--- src/lcd_mode_line_timing_unit_defines.svh ---
// Assertion macros for the LCD mode and line timing unit.
// Included by the top level; no other dependencies.
`ifndef LCD_MODE_LINE_TIMING_UNIT_DEFINES_SVH
`define LCD_MODE_LINE_TIMING_UNIT_DEFINES_SVH
`ifndef SYNTHESIS
// property that must hold at every edge outside reset
`define LMLT_ASSERT_ALWAYS(label, clk, rst_n, expr) \
	label: assert property (@(posedge clk) disable iff (!rst_n) (expr)) \
		else $error("assertion failed");
// same-cycle implication
`define LMLT_ASSERT_IMP(label, clk, rst_n, ante, cons) \
	label: assert property (@(posedge clk) disable iff (!rst_n) (ante) |-> (cons)) \
		else $error("assertion failed");
// next-cycle implication
`define LMLT_ASSERT_NEXT(label, clk, rst_n, ante, cons) \
	label: assert property (@(posedge clk) disable iff (!rst_n) (ante) |=> (cons)) \
		else $error("assertion failed");
`else
`define LMLT_ASSERT_ALWAYS(label, clk, rst_n, expr)
`define LMLT_ASSERT_IMP(label, clk, rst_n, ante, cons)
`define LMLT_ASSERT_NEXT(label, clk, rst_n, ante, cons)
`endif
`endif

--- src/lmlt_pkg.sv ---
// Package for the LCD mode and line timing unit: word types, state type, constants.
// No dependencies.
`timescale 1ns / 1ps
`default_nettype none
package lmlt_pkg;

	localparam int unsigned TICK_W  = 6;
	localparam int unsigned CYCLE_W = 7;   // count stays below 114
	localparam int unsigned LINE_W  = 8;

	localparam logic [LINE_W-1:0]  LINE_CYCLES = 8'd114;
	localparam logic [LINE_W-1:0]  VBLANK_LINE = 8'd144;
	localparam logic [LINE_W-1:0]  LAST_LINE   = 8'd153;
	localparam logic [CYCLE_W-1:0] OAM_END     = 7'd20;
	localparam logic [CYCLE_W-1:0] XFER_END    = 7'd63;

	// STAT enable bit positions
	localparam logic [1:0] EN_HBLANK = 2'd0;
	localparam logic [1:0] EN_VBLANK = 2'd1;
	localparam logic [1:0] EN_OAM    = 2'd2;
	localparam logic [1:0] EN_COINC  = 2'd3;

	typedef enum logic [1:0] {
		MODE_HBLANK = 2'd0,
		MODE_VBLANK = 2'd1,
		MODE_OAM    = 2'd2,
		MODE_XFER   = 2'd3
	} lmlt_mode_t;

	typedef struct packed {
		logic [TICK_W-1:0] tick_cycles;
		logic              lcd_on;
		logic [3:0]        stat_enables;
		logic [7:0]        compare_line;
	} lmlt_in_t;

	typedef struct packed {
		logic [LINE_W-1:0] current_line;
		lmlt_mode_t        lcd_mode;
		logic              coincidence_flag;
		logic              stat_irq;
		logic              vblank_irq;
		logic              line_done;
	} lmlt_out_t;

	typedef struct packed {
		logic [CYCLE_W-1:0] cycle;
		logic [LINE_W-1:0]  line;
		logic               irq_sig;
		logic               match;
	} lmlt_state_t;

endpackage
`default_nettype wire

--- src/lmlt_core.sv ---
// Per-tick mode, STAT signal and line counter update (combinational).
// Depends on lmlt_pkg.
`timescale 1ns / 1ps
`default_nettype none
module lmlt_core
	import lmlt_pkg::*;
(
	input  var lmlt_in_t    item,
	input  var lmlt_state_t cur,
	output lmlt_state_t     nxt,
	output lmlt_out_t       res
);

	logic [LINE_W-1:0] sum;
	logic [LINE_W-1:0] line_inc;
	logic              sig_a;
	logic              matched;
	lmlt_mode_t        mode_a;

	assign sum      = {1'b0, cur.cycle} + {2'b00, item.tick_cycles};
	assign line_inc = LINE_W'(cur.line + 8'd1);
	assign matched  = (item.compare_line == cur.line) ||
		(item.compare_line == 8'd0 && cur.line == LAST_LINE);

	// mode and signal from the state before the tick
	always_comb begin
		priority if (cur.line >= VBLANK_LINE) begin
			mode_a = MODE_VBLANK;
			sig_a  = item.stat_enables[EN_VBLANK];
		end else if (cur.cycle <= OAM_END) begin
			mode_a = MODE_OAM;
			sig_a  = item.stat_enables[EN_OAM];
		end else if (cur.cycle <= XFER_END) begin
			mode_a = MODE_XFER;
			sig_a  = cur.irq_sig;
		end else begin
			mode_a = MODE_HBLANK;
			sig_a  = item.stat_enables[EN_HBLANK];
		end
	end

	always_comb begin
		logic sig1;
		sig1 = sig_a | (matched & item.stat_enables[EN_COINC]);
		nxt  = cur;
		res  = '0;
		if (!item.lcd_on) begin
			nxt.cycle            = '0;
			nxt.line             = '0;
			res.lcd_mode         = MODE_HBLANK;
			res.coincidence_flag = cur.match;
		end else begin
			nxt.match            = matched;
			nxt.irq_sig          = sig1;
			res.coincidence_flag = matched;
			res.stat_irq         = !cur.irq_sig && sig1;
			res.lcd_mode         = mode_a;
			nxt.cycle            = sum[CYCLE_W-1:0];
			if (sum >= LINE_CYCLES) begin
				res.line_done = cur.line < VBLANK_LINE;
				nxt.cycle     = CYCLE_W'(sum - LINE_CYCLES);
				nxt.line      = line_inc;
				if (line_inc == VBLANK_LINE) begin
					res.vblank_irq = 1'b1;
					if (item.stat_enables[EN_OAM]) begin
						res.stat_irq = res.stat_irq | !sig1;
						nxt.irq_sig  = 1'b1;
					end
				end else if (line_inc > LAST_LINE) begin
					nxt.line     = '0;
					res.lcd_mode = MODE_OAM;
				end
			end
			res.current_line = nxt.line;
		end
	end

endmodule
`default_nettype wire
--- config.mk ---
export PLATFORM = sky130hd
export DESIGN_NAME = lmlt_core
export DESIGN_NICKNAME = d
export VERILOG_FILES = /design/src/lcd_mode_line_timing_unit_defines.svh /design/src/lmlt_pkg.sv /design/src/lmlt_core.sv
export SDC_FILE = /design/constraint.sdc
export NUM_CORES = 1
export LEC_CHECK = 0
export BUFFER_PORTS_ARGS = -buffer_cell sky130_fd_sc_hd__buf_2
export CAP_MARGIN = 20
export CORE_ASPECT_RATIO = 0.7
export CORE_UTILIZATION = 54
export DETAILED_ROUTE_END_ITERATION = 12
export GPL_TIMING_DRIVEN = 1
export PLACE_DENSITY = 0.91
export SETUP_SLACK_MARGIN = 0.05
export SLEW_MARGIN = 40
export SYNTH_ARGS = -nofsm -noshare
export SYNTH_HDL_FRONTEND = slang
export SYNTH_SLANG_ARGS = --single-unit
export TNS_END_PERCENT = 10
--- constraint.sdc ---
create_clock -name vclk -period 6.65
set_clock_uncertainty 0.2 [all_clocks]
set_input_delay 0.665 -clock vclk [all_inputs]
set_output_delay 0.665 -clock vclk [all_outputs]
set_load 0.02 [all_outputs]
==> results <==
- The ratio of cells with drive above 1 in the final layout is about a third.
- In the final routed layout, each cell accounts on average for 12.2 um.
- The worst setup path is launched from an input pin.
- The final critical-path share of the clock period is ~65%.
- Post-CTS timing repair inserted 0 buffers for setup.
- The minimum period implied by the final worst setup slack is 4.33 ns.
- The number of antenna violations at the first check in global routing is 0.
- For this run, the detailed router's first-pass iteration total came to 4.
- The normalized max-slew margin is 55.6%.
- For this run the aggregate overflow at the end of global routing stands at 0.
- The worst hold path belongs to the class input pin to primary output.
- The first global-routing pass estimated 5350 um of wire.
- The total count of hold-check failures in the final report is 0.
- The post-detailed-route count of antenna-violating nets is 0.
- The maximum number of pins on one net before global-route repair is 25.
- The most repeated library cell on the critical path is buf_2.
- The tightest hold margin is 1.51 ns.
- The launching element of the worst setup path is cur[10].
- The cell row count is 15.
- The total placed instance area is approximately 0.0017 mm2.
- The gate family responsible for the most delay along the worst path is simple AND/OR/NAND/NOR gates.
- The buffer and inverter count on the worst path is 3.
- For the worst setup path, the data required time is 5.78 ns.
- The via count of the first global-routing pass is about 1200.
- The stage delay of the slowest cell on the critical path is 0.50 ns.
- The sum of negative setup slack is 0 ns.
- The power density relative to cell area is 102 mW/mm2.
- The total count of max-transition violations in the final report is 0.
- Once the floorplan was initialized, standard cells occupied 57.1% of the core.
- The signal on the critical path passes through buf_2, ha_1, inv_1, fa_1, nand2b_1, a21oi_1, xor2_1, a41oi_4, or3b_1, mux2i_1, and2_1, buf_2.
- Among all stages on the critical path, the largest delay is contributed by or3b_1.
- In this run the worst path has a maximum fanout of 23.
- For this run, design rule violations remaining after detail routing come to 0.
- The total of warnings raised by yosys is 0.
- Synthesis produced a netlist with a net count of 248.
- IR analysis of the VDD net gives a maximum drop of 0.0000448 V.
- For this block, the via count after detailed routing is 1542.
- The count of cell instances traversed by the critical path is 12.
- The worst setup path is captured at a primary output.
- The number of nets in the finished design is 296.
- The capturing element of the worst setup path is res[2].
- The synthesis-to-finish area growth is 17.0%.
- The clock buffer instance count of the final layout is 0.
- The aggregate global-route resource usage is between 20% and 30%.
- The number of resized instances in the post-cts repair step is 0.
- By startpoint and endpoint, the worst setup path is classified as input pin to primary output.
- In this run, the number of DRC markers left after iteration 0 of detailed routing was 60.
- The die is 44.8 um tall.
- The area of the die is 0.00283 mm2.
- In this run the static leakage power is 0.000775 uW.
- Synthesis handed over a netlist of 200 instances.
- In the layout the commonest cells are buf_2 (67), nor2_1 (16), nand2_1 (15), nor2b_1 (13), ha_1 (11).
- Setup repair after global routing left no endpoint under its margin.
- The estimated wirelength of the detail-placed design is 2780 um.
- The number of antenna diodes in the final layout is 0.
- For this run, the register share of the synthesized area comes to 0%.
- With fillers left out, the area of the finished cells amounts to 0.00166 mm2.
- At the pin with the least slew margin, the transition time is roughly 0.66 ns.
- Dividing the synthesized area by the synthesized cell count gives 7.08 um2.
- The die boundary width is 63.2 um.
- In this run the tool buffered the top-level ports with 67 buffer cells.
- The final routed wirelength across all metal layers is 3420 um.
- The sequential cell count is 0.
- The most common cell after layout, fill and taps aside is buf_2.
- The mapped netlist covers roughly 0.0014 mm2.
- The count of endpoints failing setup in the final report is 0.
- Timing would allow up to 231 MHz.
- Registers take 0 um2.
- The count of hold buffers inserted by post-cts repair is 0.
- The region available for standard cell placement spans 0.00248 mm2.
- At the worst endpoint, the arrival time is 3.46 ns.
- In the routed layout, each cell is associated on average with a via count of 5.51.
- The I/O pin count is 67.
- The flow ran to the end, and the final reports show no timing, DRC or antenna violations.
- The number of distinct standard cells referenced by the synthesized netlist is 57.
- At the end of routability-driven placement, the weighted congestion stood at 0.883.
- The max-capacitance violation count is 0.
==> layer usage <==
| layer | GRT usage, % | up-vias | share of wire, % |
|---|---|---|---|
| met5 | 0 | - | 0 |
| li1 | - | 822 | - |
| met1 | 35.3 | 649 | 51 |
| met3 | 1.26 | 6 | 7.4 |
| met4 | 2.27 | 0 | 0.85 |
| met2 | 36.6 | 65 | 40 |
==> stage by stage <==
step | utilization, % | total power [uW] | setup slack [ns] | cells
global route | 66.8 | 184 | 2.16 | 280
finish | 66.8 | 169 | 2.32 | 280
CTS | 66.8 | 168 | 2.34 | 280
floorplan | - | 133 | 2.54 | 200
global placement | 66.8 | 164 | 2.42 | 280
detailed placement | 66.8 | 167 | 2.35 | 280
==> worst min-delay path, stage by stage <==
cell,delay (ns)
buf_2,0.09
nor2_1,0.08
a21oi_1,0.06
buf_2,0.15
==> synthesized netlist by cell type (2+ instances only) <==
cell type | number | area [um2]
inv_1 | 10 | 37.5
a22oi_1 | 3 | 22.5
o2111ai_1 | 2 | 17.5
xor2_1 | 3 | 26.3
nand4_1 | 3 | 18.8
ha_1 | 11 | 138
nand2_1 | 15 | 56.3
a2111o_1 | 2 | 22.5
or3_1 | 3 | 18.8
nor3_1 | 2 | 10.0
or3b_1 | 2 | 17.5
and2_1 | 6 | 37.5
nor2_1 | 16 | 60.1
o31ai_1 | 3 | 22.5
clkbuf_1 | 4 | 15.0
o21a_1 | 2 | 15.0
a21o_1 | 3 | 22.5
a32oi_1 | 2 | 17.5
buf_4 | 10 | 75.1
nor2b_1 | 13 | 81.3
nand2b_1 | 5 | 31.3
a21oi_1 | 6 | 30.0
nand3_1 | 6 | 30.0
o21ai_0 | 9 | 45.0
o211ai_1 | 2 | 15.0
buf_2 | 5 | 25.0
buf_6 | 2 | 22.5
o311ai_2 | 2 | 32.5
a21boi_0 | 2 | 15.0
mux2i_1 | 5 | 50.1
nor3b_1 | 3 | 22.5
xnor2_1 | 9 | 78.8
a21boi_1 | 4 | 30.0
a221oi_1 | 2 | 17.5
==> how the worst min path moves through the flow <==
| stage | start | endpoint | cells after the start |
|---|---|---|---|
| after floorplan | item[12] | res[0] | 2 |
| after global placement | cur[0] | res[3] | 4 |
| after detailed placement | cur[1] | nxt[1] | 4 |
| after CTS | cur[1] | nxt[1] | 4 |
| after global routing | cur[1] | nxt[1] | 4 |
| final | cur[0] | res[3] | 4 |
==> layout make-up <==
cell class	instances	area (um2)
multi-input cells	168	1240
fillers	228	822
repair buffers	67	335
well taps	34	42.5
inverters	11	41.3
==> kinds of logic after synthesis <==
group,after synthesis,synth area share (%)
AOI/OAI and AO/OA,56,32.2
muxes,6,4.33
adders and majority gates,12,11.1
buffers and inverters,32,12.6
xor gates and xnor gates,12,7.43
and+or+nand+nor,82,32.3
==> power breakdown <==
group | switching [uW] | total [uW] | internal [uW] | leakage [uW]
combinational | 103 | 169 | 65.4 | 0.000775
clock | 0 | 0 | 0 | 0
sequential | 0 | 0 | 0 | 0
Power figures use the tool's default switching activity.
